File: src/rtl/unpm_pkg.sv
`default_nettype none

package unpm_pkg;

   localparam int ChanW    = 16;
   localparam int OutW     = 8;
   localparam int NumLanes = 3;
   // One division cell per result bit.
   localparam int NumCells = OutW;

   localparam logic [OutW-1:0] OutMax = '1;

   typedef struct packed {
      logic [ChanW-1:0] rem;
      logic [OutW-1:0]  low;
      logic [OutW-1:0]  quo;
      logic             sat;
   } unpm_lane_type;

   typedef struct packed {
      unpm_lane_type [NumLanes-1:0] lane;
      logic [ChanW-1:0]             divisor;
      logic [OutW-1:0]              alpha_hi;
      logic                         zero;
   } unpm_stage_type;

endpackage

`default_nettype wire

File: src/rtl/unpm_req_if.sv
`default_nettype none

interface unpm_req_if;
   logic        valid;
   logic        ready;
   logic [15:0] red_in;
   logic [15:0] green_in;
   logic [15:0] blue_in;
   logic [15:0] alpha_in;

   modport source (output valid, red_in, green_in, blue_in, alpha_in, input ready);
   modport sink (input valid, red_in, green_in, blue_in, alpha_in, output ready);
endinterface

`default_nettype wire

File: src/rtl/unpm_rsp_if.sv
`default_nettype none

interface unpm_rsp_if;
   logic       valid;
   logic       ready;
   logic [7:0] red_out;
   logic [7:0] green_out;
   logic [7:0] blue_out;
   logic [7:0] alpha_out;

   modport source (output valid, red_out, green_out, blue_out, alpha_out, input ready);
   modport sink (input valid, red_out, green_out, blue_out, alpha_out, output ready);
endinterface

`default_nettype wire

File: src/rtl/rgba16_premul_to_rgba8_straight.sv
`default_nettype none

// Converts one 16-bit premultiplied RGBA pixel per word into an 8-bit
// straight-alpha RGBA word: each color becomes min(c*65535/a, 65535) >> 8,
// colors are zero when alpha is zero, and alpha passes as its top byte.
// A new word is accepted every clock cycle while the result side does not
// push back. The pipeline holds one setup stage, a row of eight
// restoring-division cells that each produce one quotient bit for all three
// colors, and the output register. Stalls on the result side fill bubbles in
// the row before they push back on the request side. There is no
// configuration and no state beyond the pipeline.
module rgba16_premul_to_rgba8_straight
   import unpm_pkg::*;
(
   input  wire logic clock,
   input  wire logic reset,
   unpm_req_if.sink  req_ch,
   unpm_rsp_if.source rsp_ch
);

   logic           chain_valid [NumCells+1];
   logic           chain_ready [NumCells+1];
   unpm_stage_type chain_data  [NumCells+1];

   logic            out_valid_ff;
   logic            out_valid_in;
   logic            out_load;
   logic [OutW-1:0] color_in [NumLanes];
   logic [OutW-1:0] red_ff;
   logic [OutW-1:0] green_ff;
   logic [OutW-1:0] blue_ff;
   logic [OutW-1:0] alpha_ff;

   unpm_prep u_prep (
      .clock     (clock),
      .reset     (reset),
      .req_ch    (req_ch),
      .out_valid (chain_valid[0]),
      .out_ready (chain_ready[0]),
      .out_data  (chain_data[0])
   );

   for (genvar k = 0; k < NumCells; k++) begin : g_cell
      unpm_div_cell u_cell (
         .clock     (clock),
         .reset     (reset),
         .in_valid  (chain_valid[k]),
         .in_ready  (chain_ready[k]),
         .in_data   (chain_data[k]),
         .out_valid (chain_valid[k+1]),
         .out_ready (chain_ready[k+1]),
         .out_data  (chain_data[k+1])
      );
   end

   assign chain_ready[NumCells] = !out_valid_ff || rsp_ch.ready;

   always_comb begin
      out_load     = chain_valid[NumCells] && chain_ready[NumCells];
      out_valid_in = chain_ready[NumCells] ? chain_valid[NumCells] : out_valid_ff;
      for (int i = 0; i < NumLanes; i++) begin
         if (chain_data[NumCells].zero) begin
            color_in[i] = '0;
         end else if (chain_data[NumCells].lane[i].sat) begin
            color_in[i] = OutMax;
         end else begin
            color_in[i] = chain_data[NumCells].lane[i].quo;
         end
      end
   end

   always_ff @(posedge clock) begin
      if (reset) begin
         out_valid_ff <= 1'b0;
      end else begin
         out_valid_ff <= out_valid_in;
      end
      if (out_load) begin
         red_ff   <= color_in[0];
         green_ff <= color_in[1];
         blue_ff  <= color_in[2];
         alpha_ff <= chain_data[NumCells].alpha_hi;
      end
   end

   assign rsp_ch.valid     = out_valid_ff;
   assign rsp_ch.red_out   = red_ff;
   assign rsp_ch.green_out = green_ff;
   assign rsp_ch.blue_out  = blue_ff;
   assign rsp_ch.alpha_out = alpha_ff;

   // An accepted word always lands in the setup stage.
   assert property (@(posedge clock) disable iff (reset)
      req_ch.valid && req_ch.ready |=> chain_valid[0])
      else $error("accepted word did not enter the setup stage");

   // Zero alpha is always routed through the saturated path.
   assert property (@(posedge clock) disable iff (reset)
      chain_valid[NumCells] && chain_data[NumCells].zero |->
         chain_data[NumCells].lane[0].sat && chain_data[NumCells].lane[1].sat &&
         chain_data[NumCells].lane[2].sat)
      else $error("zero alpha reached the end of the row unsaturated");

   // A finished unsaturated division leaves a remainder below the divisor.
   assert property (@(posedge clock) disable iff (reset)
      chain_valid[NumCells] && !chain_data[NumCells].zero |->
         (chain_data[NumCells].lane[0].sat ||
          chain_data[NumCells].lane[0].rem < chain_data[NumCells].divisor) &&
         (chain_data[NumCells].lane[1].sat ||
          chain_data[NumCells].lane[1].rem < chain_data[NumCells].divisor) &&
         (chain_data[NumCells].lane[2].sat ||
          chain_data[NumCells].lane[2].rem < chain_data[NumCells].divisor))
      else $error("division remainder out of range");

endmodule

`default_nettype wire

File: src/rtl/unpm_prep.sv
`default_nettype none

module unpm_prep
   import unpm_pkg::*;
(
   input  wire logic           clock,
   input  wire logic           reset,
   unpm_req_if.sink            req_ch,
   output logic                out_valid,
   input  wire logic           out_ready,
   output unpm_stage_type      out_data
);

   logic           valid_ff;
   logic           valid_in;
   logic           load;
   unpm_stage_type data_ff;
   unpm_stage_type data_in;
   logic [ChanW-1:0]   color [NumLanes];
   logic [2*ChanW-1:0] prod  [NumLanes];

   assign color[0] = req_ch.red_in;
   assign color[1] = req_ch.green_in;
   assign color[2] = req_ch.blue_in;

   always_comb begin
      req_ch.ready = !valid_ff || out_ready;
      load         = req_ch.valid && req_ch.ready;
      valid_in     = req_ch.ready ? req_ch.valid : valid_ff;

      data_in.divisor  = req_ch.alpha_in;
      data_in.alpha_hi = req_ch.alpha_in[ChanW-1 -: OutW];
      data_in.zero     = (req_ch.alpha_in == '0);
      for (int i = 0; i < NumLanes; i++) begin
         // c * 0xFFFF written as (c << 16) - c.
         prod[i] = {color[i], {ChanW{1'b0}}} - {{ChanW{1'b0}}, color[i]};
         // A color at or above alpha saturates; above alpha the division would overflow.
         data_in.lane[i].sat = (color[i] >= req_ch.alpha_in);
         data_in.lane[i].rem = data_in.lane[i].sat ? '0 : prod[i][2*ChanW-1:ChanW];
         data_in.lane[i].low = prod[i][ChanW-1 -: OutW];
         data_in.lane[i].quo = '0;
      end
   end

   always_ff @(posedge clock) begin
      if (reset) begin
         valid_ff <= 1'b0;
      end else begin
         valid_ff <= valid_in;
      end
      if (load) begin
         data_ff <= data_in;
      end
   end

   assign out_valid = valid_ff;
   assign out_data  = data_ff;

endmodule

`default_nettype wire

File: src/rtl/unpm_div_cell.sv
`default_nettype none

module unpm_div_cell
   import unpm_pkg::*;
(
   input  wire logic           clock,
   input  wire logic           reset,
   input  wire logic           in_valid,
   output logic                in_ready,
   input  wire unpm_stage_type in_data,
   output logic                out_valid,
   input  wire logic           out_ready,
   output unpm_stage_type      out_data
);

   logic           valid_ff;
   logic           valid_in;
   logic           load;
   unpm_stage_type data_ff;
   unpm_stage_type data_in;
   logic [ChanW:0] trial [NumLanes];
   logic [ChanW:0] diff  [NumLanes];
   logic           ge    [NumLanes];

   // One restoring division step per lane: bring down the next dividend bit,
   // subtract the divisor when it fits, and shift in one quotient bit.
   always_comb begin
      in_ready = !valid_ff || out_ready;
      load     = in_valid && in_ready;
      valid_in = in_ready ? in_valid : valid_ff;

      data_in = in_data;
      for (int i = 0; i < NumLanes; i++) begin
         trial[i] = {in_data.lane[i].rem, in_data.lane[i].low[OutW-1]};
         diff[i]  = trial[i] - {1'b0, in_data.divisor};
         ge[i]    = (trial[i] >= {1'b0, in_data.divisor});
         data_in.lane[i].rem = ge[i] ? diff[i][ChanW-1:0] : trial[i][ChanW-1:0];
         data_in.lane[i].low = {in_data.lane[i].low[OutW-2:0], 1'b0};
         data_in.lane[i].quo = {in_data.lane[i].quo[OutW-2:0], ge[i]};
      end
   end

   always_ff @(posedge clock) begin
      if (reset) begin
         valid_ff <= 1'b0;
      end else begin
         valid_ff <= valid_in;
      end
      if (load) begin
         data_ff <= data_in;
      end
   end

   assign out_valid = valid_ff;
   assign out_data  = data_ff;

endmodule

`default_nettype wire
File: src/flat_wrapper.sv
// flat-port wrapper written by rule: the top's interface ports become plain ports
module rgba16_premul_to_rgba8_straight_flat import unpm_pkg::*;
  (clock, reset, req_ch_valid, req_ch_red_in, req_ch_green_in, req_ch_blue_in, req_ch_alpha_in, req_ch_ready, rsp_ch_valid, rsp_ch_red_out, rsp_ch_green_out, rsp_ch_blue_out, rsp_ch_alpha_out, rsp_ch_ready);
  unpm_req_if req_ch_i ();
  unpm_rsp_if rsp_ch_i ();
  input  wire logic clock;
  input  wire logic reset;
  input wire logic [$bits(req_ch_i.valid)-1:0] req_ch_valid;
  input wire logic [$bits(req_ch_i.red_in)-1:0] req_ch_red_in;
  input wire logic [$bits(req_ch_i.green_in)-1:0] req_ch_green_in;
  input wire logic [$bits(req_ch_i.blue_in)-1:0] req_ch_blue_in;
  input wire logic [$bits(req_ch_i.alpha_in)-1:0] req_ch_alpha_in;
  output wire logic [$bits(req_ch_i.ready)-1:0] req_ch_ready;
  output wire logic [$bits(rsp_ch_i.valid)-1:0] rsp_ch_valid;
  output wire logic [$bits(rsp_ch_i.red_out)-1:0] rsp_ch_red_out;
  output wire logic [$bits(rsp_ch_i.green_out)-1:0] rsp_ch_green_out;
  output wire logic [$bits(rsp_ch_i.blue_out)-1:0] rsp_ch_blue_out;
  output wire logic [$bits(rsp_ch_i.alpha_out)-1:0] rsp_ch_alpha_out;
  input wire logic [$bits(rsp_ch_i.ready)-1:0] rsp_ch_ready;
  assign req_ch_i.valid = req_ch_valid;
  assign req_ch_i.red_in = req_ch_red_in;
  assign req_ch_i.green_in = req_ch_green_in;
  assign req_ch_i.blue_in = req_ch_blue_in;
  assign req_ch_i.alpha_in = req_ch_alpha_in;
  assign req_ch_ready = req_ch_i.ready;
  assign rsp_ch_valid = rsp_ch_i.valid;
  assign rsp_ch_red_out = rsp_ch_i.red_out;
  assign rsp_ch_green_out = rsp_ch_i.green_out;
  assign rsp_ch_blue_out = rsp_ch_i.blue_out;
  assign rsp_ch_alpha_out = rsp_ch_i.alpha_out;
  assign rsp_ch_i.ready = rsp_ch_ready;
  rgba16_premul_to_rgba8_straight u_core (.clock(clock), .reset(reset), .req_ch(req_ch_i), .rsp_ch(rsp_ch_i));
endmodule
File: config.mk
export PLATFORM = sky130hd
export DESIGN_NAME = rgba16_premul_to_rgba8_straight_flat
export DESIGN_NICKNAME = d
export VERILOG_FILES = /design/src/rtl/unpm_pkg.sv /design/src/rtl/unpm_req_if.sv /design/src/rtl/unpm_rsp_if.sv /design/src/rtl/rgba16_premul_to_rgba8_straight.sv /design/src/rtl/unpm_prep.sv /design/src/rtl/unpm_div_cell.sv /design/src/flat_wrapper.sv
export SDC_FILE = /design/constraint.sdc
export NUM_CORES = 2
export LEC_CHECK = 0
export ABC_AREA = 1
export BUFFER_PORTS_ARGS = -buffer_cell sky130_fd_sc_hd__buf_4
export CAP_MARGIN = 20
export CORE_ASPECT_RATIO = 0.9
export CORE_MARGIN = 5
export CORE_UTILIZATION = 58
export CTS_CLUSTER_SIZE = 14
export DETAILED_ROUTE_END_ITERATION = 10
export PLACE_DENSITY = 0.77
export SYNTH_ARGS = -nofsm -noshare
export SYNTH_HDL_FRONTEND = slang
export SYNTH_SLANG_ARGS = --single-unit
File: constraint.sdc
create_clock -name clock -period 6 [get_ports clock]
set_input_delay 0.9 -clock clock [delete_from_list [all_inputs] [get_ports clock]]
set_output_delay 0.9 -clock clock [all_outputs]
set_load 0.05 [all_outputs]
Word-level counts from Yosys, hierarchy flattened
Cells that the tools add are included.
{"block": "word_totals", "wordCells": 245, "in_bits": 68, "out_inout_bits": 34, "register_bits": 878}
{"block": "classes", "muxes": 24, "reduce_logical": 31, "add_sub_neg": 24, "order_cmp": 27}
{"cell": "$ge 17x16->1", "n": 24}
{"cell": "$mux 16", "n": 21}
{"cell": "$sub 16x16->16", "n": 21}
{"cell": "$sub 32x16->32", "n": 3}
{"cell": "$ge 16x16->1", "n": 3}
{"cell": "$mux 8", "n": 3}
{"cell": "$logic_not 16->1", "n": 1}
{"cell": "$logic_and 1x1->1", "n": 10}
{"cell": "$logic_not 1->1", "n": 10}
{"cell": "$logic_or 1x1->1", "n": 10}

Depth between registers and ports, before layout
{"block": "depth", "depth_word": 12, "ltp_mapped": 14, "depth_no_buf": 13}

Modules after synthesis
From an unflattened synthesis, not the netlist that was laid out.
{"block": "unflattened", "cells_unflattened": 8286, "area_unflattened_um2": 69616.8}
{"mod": "unpm_div_cell at u_core.g_cell[1].u_cell ...", "seq_area_each_um2": 3653.5, "area_per_inst_um2": 7818.7, "cells_each": 940, "instances": 4}
{"mod": "unpm_div_cell at u_core.g_cell[0].u_cell", "seq_area_each_um2": 3653.5, "area_per_inst_um2": 7831.3, "cells_each": 941, "instances": 1}
{"mod": "unpm_div_cell at u_core.g_cell[4].u_cell", "seq_area_each_um2": 3653.5, "area_per_inst_um2": 7821.3, "cells_each": 941, "instances": 1}
{"mod": "unpm_div_cell at u_core.g_cell[3].u_cell", "seq_area_each_um2": 3653.5, "area_per_inst_um2": 7767.4, "cells_each": 925, "instances": 1}
{"mod": "unpm_div_cell at u_core.g_cell[7].u_cell", "seq_area_each_um2": 3653.5, "area_per_inst_um2": 7759.9, "cells_each": 940, "instances": 1}
{"mod": "unpm_prep", "seq_area_each_um2": 2782.7, "area_per_inst_um2": 5949.5, "cells_each": 688, "instances": 1}
{"mod": "rgba16_premul_to_rgba8_straight", "seq_area_each_um2": 980.9, "area_per_inst_um2": 1212.4, "cells_each": 91, "instances": 1}

Worst setup path after synthesis
No wires, ideal clock.
{"block": "synth_path", "kind": "input to register", "startpoint": "input port rsp_ch_ready", "endpoint": "register u_core.g_cell[0].u_cell.data_ff (netlist bit u_core.g_cell[0].u_cell.out_data[0]), enable pin", "path_stages": 8, "path_slack_ns": -0.367, "required_ns": 5.428, "setup_ns": 0.572, "t_arrival_ns": 5.794, "cell_sequence": "inv_1 nand3_1 nor2_1 nand4_1 nor2_1 nand2_1 inv_1 a21oi_1"}
{"block": "synth_between", "elab_chain_len": 10}
{"element": "start: declaration", "line": "flat_wrapper.sv:19", "rtl": "input wire logic [$bits(rsp_ch_i.ready)-1:0] rsp_ch_ready;"}
{"element": "$logic_or 1x1->1", "line": "rgba16_premul_to_rgba8_straight.sv:56", "rtl": "assign chain_ready[NumCells] = !out_valid_ff || rsp_ch.ready;"}
{"element": "$logic_or 1x1->1 (8 in a row)", "line": "unpm_div_cell.sv:28", "rtl": "in_ready = !valid_ff || out_ready;"}
{"element": "$logic_and 1x1->1", "line": "unpm_div_cell.sv:29", "rtl": "load = in_valid && in_ready;"}
{"element": "named net u_core.g_cell[0].u_cell.load", "line": "unpm_div_cell.sv:18", "rtl": "logic load;"}
{"element": "end signal: assignment", "line": "unpm_div_cell.sv:50", "rtl": "data_ff <= data_in;"}
{"element": "end: declaration", "line": "unpm_div_cell.sv:19", "rtl": "unpm_stage_type data_ff;"}
The timed path passes the listed nets, and every way through them passes these cells.
A chain may end at the register's enable or synchronous reset.

Worst setup path in the final report
{"block": "layout_path", "startpoint": "input port rsp_ch_ready", "endpoint": "output port req_ch_ready"}
{"block": "layout_between", "elab_chain_len": 10}
{"element": "$logic_or 1x1->1", "line": "rgba16_premul_to_rgba8_straight.sv:56"}
{"element": "$logic_or 1x1->1 (8 in a row)", "line": "unpm_div_cell.sv:28"}
{"element": "$logic_or 1x1->1", "line": "unpm_prep.sv:27", "rtl": "req_ch.ready = !valid_ff || out_ready;"}
{"element": "end: declaration", "line": "flat_wrapper.sv:13", "rtl": "output wire logic [$bits(req_ch_i.ready)-1:0] req_ch_ready;"}
No other way between the ends.

==> results.txt <==
Status = completed
Hold depth = 0
Global-route wire length before repair = 223800 um
R2r endpoint = u_core.g_cell[0].u_cell.out_data[44]$_DFFE_PP_
Initial antenna violation count = 0
CTS tree = done
Most common cell after layout, fill and taps aside = nand2_1
Sequential share of power = 45.9%
Critical R2R Launch = u_core.u_prep.out_data[10]$_DFFE_PP_
DRT Pass-1 Iters = 6
Setup bufs post-CTS = 0
Vias in the first global route = 41620
Hold WC Path Type = reg2reg
Largest net degree at the start of global routing = 93
RSZ-0062 raised after global routing = false
Clk pwr share = 38.0%
Detailed Route Iter0 Violations = 3043
Max-cap viol count = 0
Hold_buf cts = 0
Placer Congestion = 0.9973
CP peak stage delay = 290 ps
Area growth from synthesis to final layout = 8.819%
I/O Buffers = 101
Highest-delay cell along the critical path = nor2_1
CP Class = in2out
Worst Setup Start Kind = input pin
Net count, final = 7400
Ys flop type = edfxtp_1
CP startpoint = rsp_ch_ready
Pint = 10.57 mW
FFs w/ async S/R, synth = 0%
TritonCTS buffer count = 86
Starting Density = 58.33%
ANT cells = 0
DIE AREA = 99580 um^2
Min-delay src = u_core.g_cell[1].u_cell.out_data[91]$_DFFE_PP_
Worst-Margin Slew = 965.6 ps
Period utilization = 52.44%
Top Usage Layer GRT = met2
Placement Cell Area = 56010 um^2
Worst VDD drop = 216.5 uV
Skew final = 25.79 ps
Syn_nets = 7274
GRT Total Usage = 28.32%
Max-slew headroom = 35.47%
Routed via count = 43130
CTS sink cnt = 814
Cell Area, Synth = 54150 um^2
Max Buffers Root-to-Sink = 3
Layout cells sized above 1 = 5.628%
Worst-Skew Late Latency = 670 ps
Wire per inst = 17.39 um
Worst hold endpoint = u_core.g_cell[2].u_cell.out_data[91]$_DFFE_PP_
Register clock-pin slew on the reported worst setup and hold paths = 60 ps
Setup crit end kind = output port
HPWL reported at the end of detailed placement = 115400 um
Max Slew Vio Count = 0
Remaining global-route overflow = 0
Post-synth EDFFs = 804
Worst reg2reg setup slack = 3010 ps
Clk root buf = clkbuf_16
Syn avg cell area = 8.019 um^2
Final worst path period need = 3146 ps
# rows = 106
Core ar. = 92840 um^2
Final Hold Fails = 0
Fin area = 58930 um^2
GRT met1 Usage = 33.05%
CTS H-tree lvls = 3
Count of cell types in the netlist = 45
Setup TNS = 0 ps
Die width = 332.1 um
Final WL = 142400 um
Post-CTS sizing = 0
Switching power of the nets = 3.972 mW
DR DRC count = 0
Worst EP arrival = 2250 ps
Critical path fanouts, max = 4
Worst Path Required = 5100 ps
# IOs = 102
Post-synthesis instance total = 6753
Post-synthesis sequential area ratio = 44.95%
Die H = 299.9 um
Synth Register Bits = 814
Finish-stage setup viols = 0
Met3 Use GR = 3.255%
Combinational Power Share = 16.1%
CP cell instances = buf_4 > inv_1 > nand3_1 > nor2_1 > nand4_1 > nor2_1 > nand4_1 > buf_4
Total power = 14.54 mW
Switching share of power = 27.32%
PwrDens = 246.7 nW/um^2
Leakage power = 29.56 nW
GRT met2 Usage = 49.32%
Most frequent cells in the layout = 2492 x nand2_1, 1101 x inv_1, 804 x edfxtp_1
Post-route antenna net violation count = 0
Crit path buf inv count = 3
Final hold slack = 413.3 ps
Vias/cell = 5.267
Crit path max-delay family = simple AND/OR/NAND/NOR gates
Fmax = 317.8 MHz
Synth warnings = 0
Reg2Reg Depth = 8
[flip-flops by register name (all words and copies together) (netlist names)]
name and count:
u_core.g_cell.u_cell.out_data 680, u_core.u_prep.out_data 92, u_core.g_cell.u_cell.out_valid 8, u_core.rsp_ch.alpha_out 8
u_core.rsp_ch.blue_out 8, u_core.rsp_ch.green_out 8, u_core.rsp_ch.red_out 8, u_core.rsp_ch.valid 1
u_core.u_prep.out_valid 1
[how the worst max path moves through the flow]
| stage | end | slack, ps | depth (start not counted) |
|---|---|---|---|
| after detailed placement | u_core.u_prep.out_data[54]$_SDFFCE_PP0P_ | 2460 | 10 |
| after global placement | u_core.u_prep.out_data[49]$_SDFFCE_PP0P_ | 2470 | 10 |
| after floorplan | u_core.g_cell[1].u_cell.out_data[0]$_DFFE_PP_ | 220 | 8 |
| final | req_ch_ready | 2850 | 8 |
| after global routing | req_ch_ready | 2730 | 6 |
| after CTS | req_ch_ready | 2880 | 8 |
[cell type report]
cell class	count	area (um^2)
Timing Repair Buffer	114	880.8
Multi-Input combinational cell	4748	25040
Fill cell	7997	33910
Tap cell	1242	1554
Sequential cell	814	24340
Clock inverter	57	688.2
Inverter	1115	4190
Clock buffer	99	2232
[power by group through the flow]
| stage | clock [mW] | sequential [mW] | combinational, mW |
|---|---|---|---|
| global route | 5.85 | 6.68 | 2.67 |
| global placement | 0 | 6.78 | 2.27 |
| detailed placement | 0 | 6.79 | 2.31 |
| finish | 5.52 | 6.67 | 2.34 |
| CTS | 5.62 | 6.67 | 2.32 |
| floorplan | 0 | 6.71 | 1.77 |
[metrics by stage]
step	setup WS [ps]	utilization [%]	std cells
after floorplan	224.9	-	6753
after global placement	2468	60.33	8033
after detailed placement	2456	60.33	8033
after CTS	2883	63.47	8189
after global routing	2727	63.47	8189
final	2854	63.47	8189
[cells in the mapped netlist (2+ instances only)]
library cell | count | area, um^2
nor2_2 | 28 | 175.2
nor2_1 | 335 | 1257
a22oi_1 | 2 | 15.01
xnor2_1 | 28 | 245.2
inv_2 | 10 | 37.54
nor2_4 | 2 | 22.52
and2_1 | 3 | 18.77
edfxtp_1 | 804 | 24140
inv_1 | 1105 | 4148
o21ai_0 | 28 | 140.1
buf_4 | 37 | 277.8
nor3_1 | 101 | 505.5
xor2_1 | 122 | 1069
a21o_1 | 3 | 22.52
nand3_2 | 3 | 30.03
clkbuf_1 | 6 | 22.52
ha_1 | 432 | 5405
a21boi_0 | 3 | 22.52
or2_1 | 4 | 25.02
nand3b_1 | 17 | 127.6
a21oi_1 | 300 | 1501
o21a_1 | 5 | 37.54
nand2_1 | 2492 | 9354
nor4_1 | 2 | 12.51
o21bai_1 | 2 | 15.01
nand4_1 | 49 | 306.5
nor3b_2 | 17 | 212.7
nand2_4 | 24 | 270.3
fa_1 | 21 | 420.4
buf_2 | 9 | 45.04
buf_6 | 23 | 259.0
dfxtp_1 | 10 | 200.2
nand3_1 | 655 | 3278
o31ai_1 | 17 | 127.6
nand2_2 | 43 | 269.0
a31oi_2 | 2 | 25.02
[kinds of logic (layout without fill, tap and decap cells)]
family	Yosys count	count (layout)	share of synthesized area, %
AOI/OAI and AO/OA	365	365	3.581
xor gates and xnor gates	150	150	2.426
adders and majority gates	453	453	10.76
buffers and inverters	1191	1385	8.882
DFF	814	814	44.95
and+or+nand+nor	3780	3780	29.40
[routing by layer]
metal / share of wire [%] / vias up
li1: - / 22130
met1: 40 / 19300
met2: 48 / 1271
met3: 4.2 / 428
met4: 8.4 / 0
met5: 0 / -
Power figures use the tool's default switching activity.
